<file path="src/rtl/efra_pkg.sv">
// Shared types, constants and helpers for the earliest-free resource allocator.
package efra_pkg;

	localparam int unsigned MAX_RESOURCES = 16;
	localparam int unsigned IDX_W = (MAX_RESOURCES > 1) ? $clog2(MAX_RESOURCES) : 1;
	localparam int unsigned TIME_W = 32;
	localparam int unsigned TAG_W = 16;
	localparam int unsigned ID_W = 5;
	localparam int unsigned CFG_W = 5;
	localparam logic [CFG_W-1:0] CFG_RESET = CFG_W'(1);

	typedef struct packed {
		logic [TIME_W-1:0] interval_end;
		logic [TAG_W-1:0]  item_tag;
		logic              batch_start;
	} item_t;

	typedef struct packed {
		logic [ID_W-1:0]  resource_id;
		logic [TAG_W-1:0] result_tag;
	} result_t;

	// Update of one table entry after a selection
	typedef struct packed {
		logic              en;
		logic [IDX_W-1:0]  idx;
		logic [TIME_W-1:0] free_time;
	} tbl_wr_t;

	// Sequencer status seen by the top level
	typedef struct packed {
		logic             idle;
		logic             done;
		logic [IDX_W-1:0] best;
	} scan_stat_t;

	typedef enum logic [2:0] {
		SC_IDLE = 3'b001,
		SC_SCAN = 3'b010,
		SC_DONE = 3'b100
	} scan_state_t;

	// Clamp the resource count to 1..MAX_RESOURCES and return the last index
	function automatic logic [IDX_W-1:0] last_index(input logic [CFG_W-1:0] k);
		int unsigned kk;
		kk = int'(k);
		if (kk < 1) kk = 1;
		if (kk > MAX_RESOURCES) kk = MAX_RESOURCES;
		return IDX_W'(kk - 1);
	endfunction

endpackage

</file>
<file path="src/rtl/efra_table.sv">
// Per-resource free times and used bits, one read and one write port.
module efra_table (
	input  logic                          clk,
	input  logic                          arst_n,
	input  logic                          clear,
	input  efra_pkg::tbl_wr_t             wr,
	input  logic [efra_pkg::IDX_W-1:0]    rd_idx,
	output logic                          rd_used,
	output logic [efra_pkg::TIME_W-1:0]   rd_time
);

	logic [efra_pkg::MAX_RESOURCES-1:0] used_q;
	logic [efra_pkg::TIME_W-1:0]        time_q [efra_pkg::MAX_RESOURCES];

	// Clear all used bits on batch start, set one on update
	always_ff @(posedge clk or negedge arst_n) begin
		if (!arst_n) begin
			used_q <= '0;
		end else if (clear) begin
			used_q <= '0;
		end else if (wr.en) begin
			used_q[wr.idx] <= 1'b1;
		end
	end

	// Store the new free time; unused entries never take part by their time
	always_ff @(posedge clk) begin
		if (wr.en) begin
			time_q[wr.idx] <= wr.free_time;
		end
	end

	assign rd_used = used_q[rd_idx];
	assign rd_time = time_q[rd_idx];

endmodule

</file>
<file path="src/rtl/efra_scan.sv">
// Sequencer that walks the active resources through one shared comparator.
module efra_scan (
	input  logic                          clk,
	input  logic                          arst_n,
	input  logic                          start,
	input  logic [efra_pkg::IDX_W-1:0]    last_idx,
	input  logic                          release_done,
	input  logic                          rd_used,
	input  logic [efra_pkg::TIME_W-1:0]   rd_time,
	output logic [efra_pkg::IDX_W-1:0]    rd_idx,
	output efra_pkg::scan_stat_t          stat
);

	efra_pkg::scan_state_t       state_q;
	logic [efra_pkg::IDX_W-1:0]  idx_q;
	logic [efra_pkg::IDX_W-1:0]  last_q;
	logic [efra_pkg::IDX_W-1:0]  best_q;
	logic                        best_used_q;
	logic [efra_pkg::TIME_W-1:0] best_time_q;
	logic                        better;

	// Shared compare: an unused entry beats a used one, else the earlier free time
	always_comb begin
		if (rd_used != best_used_q) begin
			better = !rd_used;
		end else begin
			better = rd_used && (rd_time < best_time_q);
		end
	end

	// Step through entries 0..last, one per cycle
	always_ff @(posedge clk or negedge arst_n) begin
		if (!arst_n) begin
			state_q <= efra_pkg::SC_IDLE;
			idx_q   <= '0;
		end else begin
			case (state_q)
				efra_pkg::SC_IDLE: begin
					if (start) begin
						state_q <= efra_pkg::SC_SCAN;
						idx_q   <= '0;
					end
				end
				efra_pkg::SC_SCAN: begin
					if (idx_q == last_q) begin
						state_q <= efra_pkg::SC_DONE;
					end else begin
						idx_q <= idx_q + efra_pkg::IDX_W'(1);
					end
				end
				efra_pkg::SC_DONE: begin
					if (release_done) begin
						state_q <= efra_pkg::SC_IDLE;
					end
				end
				default: begin
					state_q <= efra_pkg::SC_IDLE;
				end
			endcase
		end
	end

	// Hold the scan bound and the best entry so far
	always_ff @(posedge clk) begin
		if (start && (state_q == efra_pkg::SC_IDLE)) begin
			last_q <= last_idx;
		end
		if ((state_q == efra_pkg::SC_SCAN) && ((idx_q == '0) || better)) begin
			best_q      <= idx_q;
			best_used_q <= rd_used;
			best_time_q <= rd_time;
		end
	end

	assign rd_idx    = idx_q;
	assign stat.idle = (state_q == efra_pkg::SC_IDLE);
	assign stat.done = (state_q == efra_pkg::SC_DONE);
	assign stat.best = best_q;

endmodule

</file>
<file path="src/rtl/earliest_free_resource_allocator.sv">
// Top level of the earliest-free resource allocator.
// Each accepted interval goes to the active resource that becomes free first
// (never-used resources first, ties to the lowest id); the result carries the
// resource id, numbered from 1, and the item's tag. With k active resources, one
// comparator examines the k table entries one after another in the scan state;
// the done state then writes the table and loads the result register, and the
// block returns to idle, where the next item is accepted. The write is held off
// while an earlier result still waits under stall in the result register.
// Batch start clears all resources at the accepting edge.
// The result register lets a finished result wait while the next item enters.
module earliest_free_resource_allocator (
	input  logic                            clk,
	input  logic                            arst_n,
	input  logic                            item_valid,
	output logic                            item_stall,
	input  efra_pkg::item_t                 item,
	output logic                            result_valid,
	input  logic                            result_stall,
	output efra_pkg::result_t               result,
	input  logic                            cfg_we,
	input  logic [efra_pkg::CFG_W-1:0]      cfg_wdata
);

	logic [efra_pkg::CFG_W-1:0]  resources_in_use_q;
	efra_pkg::item_t             item_q;
	efra_pkg::result_t           result_q;
	logic                        result_valid_q;
	logic                        item_xfer;
	logic                        finish;
	efra_pkg::tbl_wr_t           wr;
	efra_pkg::scan_stat_t        stat;
	logic [efra_pkg::IDX_W-1:0]  rd_idx;
	logic                        rd_used;
	logic [efra_pkg::TIME_W-1:0] rd_time;

	// Configuration register
	always_ff @(posedge clk or negedge arst_n) begin
		if (!arst_n) begin
			resources_in_use_q <= efra_pkg::CFG_RESET;
		end else if (cfg_we) begin
			resources_in_use_q <= cfg_wdata;
		end
	end

	assign item_stall = !stat.idle;
	assign item_xfer  = item_valid && !item_stall;
	assign finish     = stat.done && (!result_valid_q || !result_stall);

	// Capture the item on transfer
	always_ff @(posedge clk) begin
		if (item_xfer) begin
			item_q <= item;
		end
	end

	assign wr.en        = finish;
	assign wr.idx       = stat.best;
	assign wr.free_time = item_q.interval_end;

	efra_table u_table (
		.clk     (clk),
		.arst_n  (arst_n),
		.clear   (item_xfer && item.batch_start),
		.wr      (wr),
		.rd_idx  (rd_idx),
		.rd_used (rd_used),
		.rd_time (rd_time)
	);

	efra_scan u_scan (
		.clk          (clk),
		.arst_n       (arst_n),
		.start        (item_xfer),
		.last_idx     (efra_pkg::last_index(resources_in_use_q)),
		.release_done (finish),
		.rd_used      (rd_used),
		.rd_time      (rd_time),
		.rd_idx       (rd_idx),
		.stat         (stat)
	);

	// Result register: load on finish, drop on output transfer
	always_ff @(posedge clk or negedge arst_n) begin
		if (!arst_n) begin
			result_valid_q <= 1'b0;
		end else if (finish) begin
			result_valid_q <= 1'b1;
		end else if (!result_stall) begin
			result_valid_q <= 1'b0;
		end
	end

	always_ff @(posedge clk) begin
		if (finish) begin
			result_q.resource_id <= efra_pkg::ID_W'(
				{{(efra_pkg::ID_W + 1){1'b0}}, stat.best} + 1'b1);
			result_q.result_tag  <= item_q.item_tag;
		end
	end

	assign result_valid = result_valid_q;
	assign result       = result_q;

`ifndef ASSERT_OFF
	// An accepted item always starts a scan
	a_start_busy: assert property (@(posedge clk) disable iff (!arst_n)
		item_xfer |=> !stat.idle)
		else $error("scan did not start after item transfer");

	// Table updates only happen at the end of a scan
	a_wr_done: assert property (@(posedge clk) disable iff (!arst_n)
		wr.en |-> (stat.done && !stat.idle))
		else $error("table write outside scan completion");

	// A new result only appears after a completed scan
	a_result_src: assert property (@(posedge clk) disable iff (!arst_n)
		$rose(result_valid_q) |-> $past(stat.done))
		else $error("result without completed scan");

	// The chosen resource lies within the scanned range
	a_best_range: assert property (@(posedge clk) disable iff (!arst_n)
		wr.en |-> (wr.idx <= u_scan.last_q))
		else $error("selected resource beyond active count");
`endif

endmodule
</file>
<file path="config.mk">
export PLATFORM = sky130hd
export DESIGN_NAME = earliest_free_resource_allocator
export DESIGN_NICKNAME = d
export VERILOG_FILES = /design/src/rtl/efra_pkg.sv /design/src/rtl/efra_table.sv /design/src/rtl/efra_scan.sv /design/src/rtl/earliest_free_resource_allocator.sv
export SDC_FILE = /design/constraint.sdc
export NUM_CORES = 1
export LEC_CHECK = 0
export ABC_AREA = 1
export ABC_CLOCK_PERIOD_IN_PS = 6150
export BUFFER_PORTS_ARGS = -buffer_cell sky130_fd_sc_hd__buf_4
export CAP_MARGIN = 5
export CORE_UTILIZATION = 36
export DETAILED_ROUTE_END_ITERATION = 10
export PLACE_DENSITY_LB_ADDON = 0.25
export SYNTH_ARGS = -nofsm -noshare
export SYNTH_HDL_FRONTEND = slang
export SYNTH_SLANG_ARGS = --single-unit
</file>
<file path="constraint.sdc">
create_clock -name clk -period 6.15 [get_ports clk]
set_clock_uncertainty 0.2 [all_clocks]
set_input_delay 1.23 -clock clk [delete_from_list [all_inputs] [get_ports clk]]
set_output_delay 1.23 -clock clk [all_outputs]
set_load 0.005 [all_outputs]
</file>
==> Yosys cells after proc, flatten, opt, wreduce, memory -nomap -nowiden <==
Memories as Yosys holds them, arrays and structs flattened.
Cells that the tools add are included.
{ "op_classes": {"order_cmp": 6, "n_bitwise": 1, "n_reduce_logical": 18, "muxes": 20, "n_addsub": 3, "n_eq_ne": 10} }
{ "ops": {"columns": ["op", "n"], "rows": [
  ["$lt A32 B32 Y1", 1],
  ["$mux W16", 2],
  ["$or A16 B16 Y16", 1],
  ["$mux W4", 3],
  ["$lt A4 B5 Y1 const B", 2],
  ["$mux W3", 3],
  ["$pmux W3 S3", 1],
  ["$pmux W4 S2", 1],
  ["$logic_and A1 B1 Y1", 7],
  ["$mux W1", 7],
  ["$ne A2 B2 Y1 const B", 3],
  ["$reduce_and A3 Y1", 2],
  ["$add A4 B1 Y5 const B", 1],
  ["$gt A5 B5 Y1 const B", 1],
  ["$lt A5 B1 Y1 const B", 1],
  ["$mux W5", 1],
  ["$add A4 B1 Y4 const B", 1],
  ["$bmux W1 S4", 1],
  ["$demux W1 S4", 1],
  ["$eq A4 B4 Y1", 1],
  ["$ge A4 B1 Y1 const B", 1],
  ["$logic_not A1 Y1", 4],
  ["$logic_not A4 Y1", 1],
  ["$ne A2 B1 Y1 const B", 2],
  ["other kinds (7)", 9]
]} }
{ "word_totals": {"elab_cells": 72, "mem_count": 1, "inputBits": 59, "register_bits": 139, "ram_bits": 512} }
{ "memory_table": {"columns": ["memory", "words", "width", "read_ports", "rd_clocked_by_memory_dff", "wr", "line", "source"], "rows": [
  ["u_table.time_q", 16, 32, 1, 0, 1, "efra_table.sv:13", "logic [efra_pkg::TIME_W-1:0] time_q [efra_pkg::MAX_RESOURCES];"]
]} }

==> Longest topological paths before layout <==
{ "logic_depth": {"depth_word": 7, "mapped_depth": 22} }

==> By module <==
A second synthesis with hierarchy kept.
{ "hier_totals": {"hier_cells": 2539, "hier_area_um2": 27610.2} }
{ "modules_own_cells": {"columns": ["mod", "n_inst", "area_each_um2", "cells_each"], "rows": [
  ["efra_table", 1, 22685.5, 2194],
  ["efra_scan", 1, 2467.4, 223],
  ["earliest_free_resource_allocator", 1, 2457.4, 122]
]} }

==> Least setup slack after synthesis <==
OpenSTA, ideal clock, no wires.
{ "synth_path": {"path_kind": "input-to-reg", "start": "input port result_stall", "end": "memory u_table.time_q[3][0] (netlist name) (enable)", "t_arrival_ns": 4.999, "path_slack_ns": 0.488, "required_ns": 5.486, "setup_time_ns": 0.464, "stages": 3, "n_path_buf": 0, "path_cell_list": "a21oi_1 > inv_1 > nor3_1"} }
{ "synth_between": {"elab_chain_len": 5} }
{ "synth_lines": {"columns": ["element", "line", "source"], "rows": [
  ["from (decl)", "earliest_free_resource_allocator.sv:18", "input logic result_stall,"],
  ["$logic_not A1 Y1", null, null],
  ["$logic_or A1 B1 Y1", "earliest_free_resource_allocator.sv:47", "assign finish = stat.done && (!result_valid_q || !result_stall);"],
  ["$logic_and A1 B1 Y1", "earliest_free_resource_allocator.sv:47", null],
  ["$mux W1", "efra_table.sv:28", "if (wr.en) begin"],
  ["$mux W1 (not written as such)", "efra_table.sv:29", "time_q[wr.idx] <= wr.free_time;"],
  ["to (decl)", "efra_table.sv:13", null]
]} }
No other way between the ends.

==> Worst setup path after layout <==
{ "layout_path": {"start": "register u_scan.idx_q (netlist bit u_scan.rd_idx[0])", "end": "register u_scan.best_time_q[5] (netlist name) (enable)"} }
{ "layout_between": {"elab_chain_len": 6} }
{ "layout_lines": {"columns": ["element", "line", "source"], "rows": [
  ["from (decl)", "efra_scan.sv:15", "logic [efra_pkg::IDX_W-1:0] idx_q;"],
  ["from (signal assigned)", "efra_scan.sv:48", "idx_q <= idx_q + efra_pkg::IDX_W'(1);"],
  ["$mem_v2 Z16 W32", null, null],
  ["net rd_time, one bit", "earliest_free_resource_allocator.sv:34", "logic [efra_pkg::TIME_W-1:0] rd_time;"],
  ["$lt A32 B32 Y1", "efra_scan.sv:27", "better = rd_used && (rd_time < best_time_q);"],
  ["$logic_and A1 B1 Y1", "efra_scan.sv:27", null],
  ["$mux W1", "efra_scan.sv:24", "if (rd_used != best_used_q) begin"],
  ["$logic_or A1 B1 Y1", "efra_scan.sv:68", "if ((state_q == efra_pkg::SC_SCAN) && ((idx_q == '0) || better)) begin"],
  ["$logic_and A1 B1 Y1", "efra_scan.sv:68", null],
  ["to (signal assigned)", "efra_scan.sv:71", "best_time_q <= rd_time;"],
  ["to (decl)", "efra_scan.sv:19", "logic [efra_pkg::TIME_W-1:0] best_time_q;"]
]} }
The timed path passes the listed nets, and every way through them passes these cells. The select of a mux whose other input is x is not followed.
A chain may end at the register's enable or synchronous reset.

==> results.sh <==
export IMPL_run_status="completed"
export IMPL_rsz0062_at_grt="no"
export IMPL_syn_num_nets=1896
export IMPL_worstSetupPathType="flip-flop to flip-flop"
export IMPL_critical_path_peak_fanout=121
export IMPL_critPathMaxStageDelay_ns=0.59
export IMPL_setup_worst_path_end="u_scan.best_time_q[5]"
export IMPL_maxClockFrequency_ghz=0.227
export IMPL_design_portCount=82
export IMPL_cts_inserted_buffers=71
export IMPL_fin_nets=1977
export IMPL_vias=15200
export IMPL_maxSlewViolCount=0
export IMPL_post_synth_main_area_contributors="sky130_fd_sc_hd__edfxtp_1 74%, sky130_fd_sc_hd__o21ai_0 5.3%, sky130_fd_sc_hd__nor2_1 4.6%"
export IMPL_worst_hold_path_type="flip-flop to flip-flop"
export IMPL_design_die_area_sq_um=71300
export IMPL_drt_first_iter_violations=1222
export IMPL_maximum_number_of_pins_on_one_net_before_global_route_repair=170
export IMPL_ant_nets=0
export IMPL_postCtsResizedCells=0
export IMPL_powerDensity_nw_per_um2=389
export IMPL_clk_transition_reported_paths_ns=0.06
export IMPL_detail_route_wl_per_cell_um=22.3
export IMPL_gp_congestion=0.748
export IMPL_cap_viol_max_count=0
export IMPL_die_height_um=267
export IMPL_critical_path_arrival_ns=4.49
export IMPL_final_hold_viol_count=0
export IMPL_setup_viol=0
export IMPL_startpoint="u_scan.rd_idx[0]"
export IMPL_num_rows=96
export IMPL_crit_reg2reg_capture="u_scan.best_time_q[5]"
export IMPL_port_buffers=81
export IMPL_cts_root_buffer_cell="sky130_fd_sc_hd__clkbuf_16"
export IMPL_fin_hold_ws_ns=0.215
export IMPL_worst_path_most_repeated_cell="sky130_fd_sc_hd__nand2_1"
export IMPL_timing_max_slew_rel_slack_pct=26.1
export IMPL_synth_top_cell_area_share_pct=73.9
export IMPL_worst_r2r_startpoint="u_scan.rd_idx[0]"
export IMPL_clock_insertion_delay_worst_skew_ns=0.60
export IMPL_p_leak_nw=9.97
export IMPL_totalWireLength_um=63900
export IMPL_max_buffers_root_to_sink=3
export IMPL_postSynthCellCount=1799
export IMPL_final_cycle_share_pct=71.8
export IMPL_finalSetupTns_ns=0
export IMPL_worst_setup_path_end_kind="flip-flop"
export IMPL_ys_seq_area_share_pct=76.7
export IMPL_crit_buf_inv=3
export IMPL_synth_area_sq_um=25300
export IMPL_dp_hpwl_um=32700
export IMPL_crit_slowest_cell="sky130_fd_sc_hd__inv_6"
export IMPL_worst_setup_start_kind="flip-flop"
export IMPL_syn_to_final_growth_pct=16.6
export IMPL_floorplan_initialDensity_pct=36.6
export IMPL_vdd_ir_drop_worst_mv=0.324
export IMPL_cts_post_setup_buffers_inserted=0
export IMPL_synth_top_area_cell="sky130_fd_sc_hd__edfxtp_1"
export IMPL_grt_pass1_vias=15300
export IMPL_diodes=0
export IMPL_layout_drive_gt1_share_pct=13.3
export IMPL_synth_seq_cells=651
export IMPL_data_required_time_at_the_worst_endpoint_ns=6.23
export IMPL_global_route_wire_length_before_repair_um=96000
export IMPL_r2r_slack_ns=1.74
export IMPL_number_of_cells_on_the_critical_path=19
export IMPL_reg2reg_depth=19
export IMPL_track_usage_pct=18.1
export IMPL_die_x_um=267
export IMPL_vias_per_cell=5.31
export IMPL_cts_tree="built"
export IMPL_minimum_period_implied_by_the_final_worst_setup_slack_ns=4.41
export IMPL_ys_types=28
export IMPL_initial_antenna_violation_count=1
export IMPL_max_slew_worst_pin_slew_ns=1.11
export IMPL_ctsHtreeMaxLevel=3
export IMPL_crit_path_cell_trace="inv_6, buf_12, o21ai_0, o221ai_1, o211ai_1, nand2_1, ha_1, a21oi_1, o21ai_0, nand3_1, nand2_1, nand2_1, a21oi_1, a211oi_1, nand2_1, nand2_1, nand2_1, a21oi_4, buf_4"
export IMPL_yosysWarnings=0
export IMPL_synth_avg_cell_area_sq_um=14.1
export IMPL_core_area_sq_um=69100
export IMPL_grt_ovfl_total=0
export IMPL_holdBufCountCts=0
export IMPL_cts_sinks=651
export IMPL_detail_route_first_pass_iterations=5
export IMPL_post_route_drc_count=0
export IMPL_crit_family="buffers and inverters"
## layout by cell type, fill, tap and decap left out, drive strengths merged, types with 3 or more instances in the layout
| cell | synthesis | layout |
|---|---|---|
| nand4 | 5 | 5 |
| mux2 | 3 | 3 |
| nand3 | 43 | 43 |
| inv | 67 | 69 |
| bufinv | 0 | 9 |
| nand2 | 96 | 96 |
| ha | 38 | 38 |
| clkbuf | 87 | 89 |
| nor2 | 313 | 313 |
| o22ai | 39 | 39 |
| dfrtp | 27 | 27 |
| a211oi | 3 | 3 |
| edfxtp | 622 | 622 |
| clkinv | 0 | 27 |
| buf | 23 | 118 |
| xor2 | 5 | 5 |
| o211ai | 39 | 39 |
| clkinvlp | 0 | 3 |
| a21oi | 18 | 18 |
| o21ai | 266 | 266 |
| xnor2 | 3 | 3 |
| nor3 | 7 | 7 |
| o221ai | 89 | 89 |
## worst register-to-register path: cells and delay by family, from the launching register on
kind                     cells  cell delay (ns)
AO/OA/AOI/OAI                8             1.15
flip-flops                   1             0.51
adder cells (fa/ha/maj)      1             0.26
AND/OR/NAND/NOR              7             0.59
buffers and inverters        3             1.39
## logic make-up after synthesis
group | synth area share (%)
xor+xnor | 0.277
flops | 76.7
fa+ha+maj | 1.88
buf+inv | 2.73
compound gates | 11.0
mux | 0.134
simple gates | 7.24
## final cells by class
class / count / area [sq um]
fillers: 6259 / 39600
flip-flops and latches: 651 / 19400
multi-input cells: 971 / 5320
clock buffers: 89 / 1940
well taps: 931 / 1160
repair buffers: 118 / 936
clock inverters: 41 / 445
inverters: 67 / 258
## power by group
part / total (W) / leakage [nW] / switching (W) / internal, W
clock network: 0.00436 / 1.17 / 0.00174 / 0.00262
registers: 0.00543 / 5.99 / 0.000205 / 0.00522
logic: 0.00168 / 2.81 / 0.00119 / 0.000493
## stage by stage
step | instances | cell area [sq um] | power, W | util, % | setup WS [ns]
2_1_floorplan | 1799 | 25300 | 0.00659 | - | 0.488
3_3_place_gp | 2738 | 27100 | 0.00719 | 39.2 | 1.74
3_5_place_dp | 2738 | 27100 | 0.00722 | 39.2 | 1.79
4_1_cts | 2868 | 29500 | 0.0116 | 42.7 | 1.76
5_1_grt | 2868 | 29500 | 0.0119 | 42.7 | 1.38
6_report | 2868 | 29500 | 0.0115 | 42.7 | 1.74
## cells in the mapped netlist
cell type and n:
sky130_fd_sc_hd__a211oi_1 3, sky130_fd_sc_hd__nor4_1 2, sky130_fd_sc_hd__buf_6 2, sky130_fd_sc_hd__buf_1 13, sky130_fd_sc_hd__o31ai_1 1, sky130_fd_sc_hd__nand4_1 5
sky130_fd_sc_hd__inv_2 3, sky130_fd_sc_hd__dfrtp_1 27, sky130_fd_sc_hd__nor2_1 312, sky130_fd_sc_hd__o221a_2 1, sky130_fd_sc_hd__a21oi_1 18, sky130_fd_sc_hd__nand3_1 43
sky130_fd_sc_hd__dfstp_2 2, sky130_fd_sc_hd__xor2_1 5, sky130_fd_sc_hd__buf_2 8, sky130_fd_sc_hd__mux2_2 3, sky130_fd_sc_hd__o21ai_0 266, sky130_fd_sc_hd__nor3_1 7
sky130_fd_sc_hd__nand2_1 96, sky130_fd_sc_hd__ha_1 38, sky130_fd_sc_hd__o211ai_1 39, sky130_fd_sc_hd__o22ai_1 39, sky130_fd_sc_hd__nor2_2 1, sky130_fd_sc_hd__inv_1 64
sky130_fd_sc_hd__o221ai_1 89, sky130_fd_sc_hd__clkbuf_1 87, sky130_fd_sc_hd__edfxtp_1 622, sky130_fd_sc_hd__xnor2_1 3
## sequential cells by signal (all words and copies together), names as in the netlist, 5 cells and up
name	cells
u_table.used_q	16
item_q	48
u_table.time_q	512
u_scan.best_time_q	32
result	21
resources_in_use_q	5
## how the worst min path moves through the flow
stage / from / end / cells after the start
after global placement: item_q[14] / result[13] / 0
after CTS: item_q[2] / result[1] / 0
after global routing: item_q[2] / result[1] / 0
final: item_q[2] / result[1] / 0
after floorplan: item_q[1] / result[0] / 0
after detailed placement: item_q[1] / result[0] / 0
## layer usage
layer | routed length [um] | part of all wire [%] | track usage (%) | vias up
met2 | 30900 | 48 | 30.0 | 504
met3 | 3600 | 5.6 | 3.15 | 109
met4 | 1650 | 2.6 | 5.55 | 0
met1 | 27700 | 43 | 24.2 | 7690
li1 | - | - | - | 6931
met5 | 0 | 0 | 0 | -
Note: power is estimated with default switching activity, not from simulation.
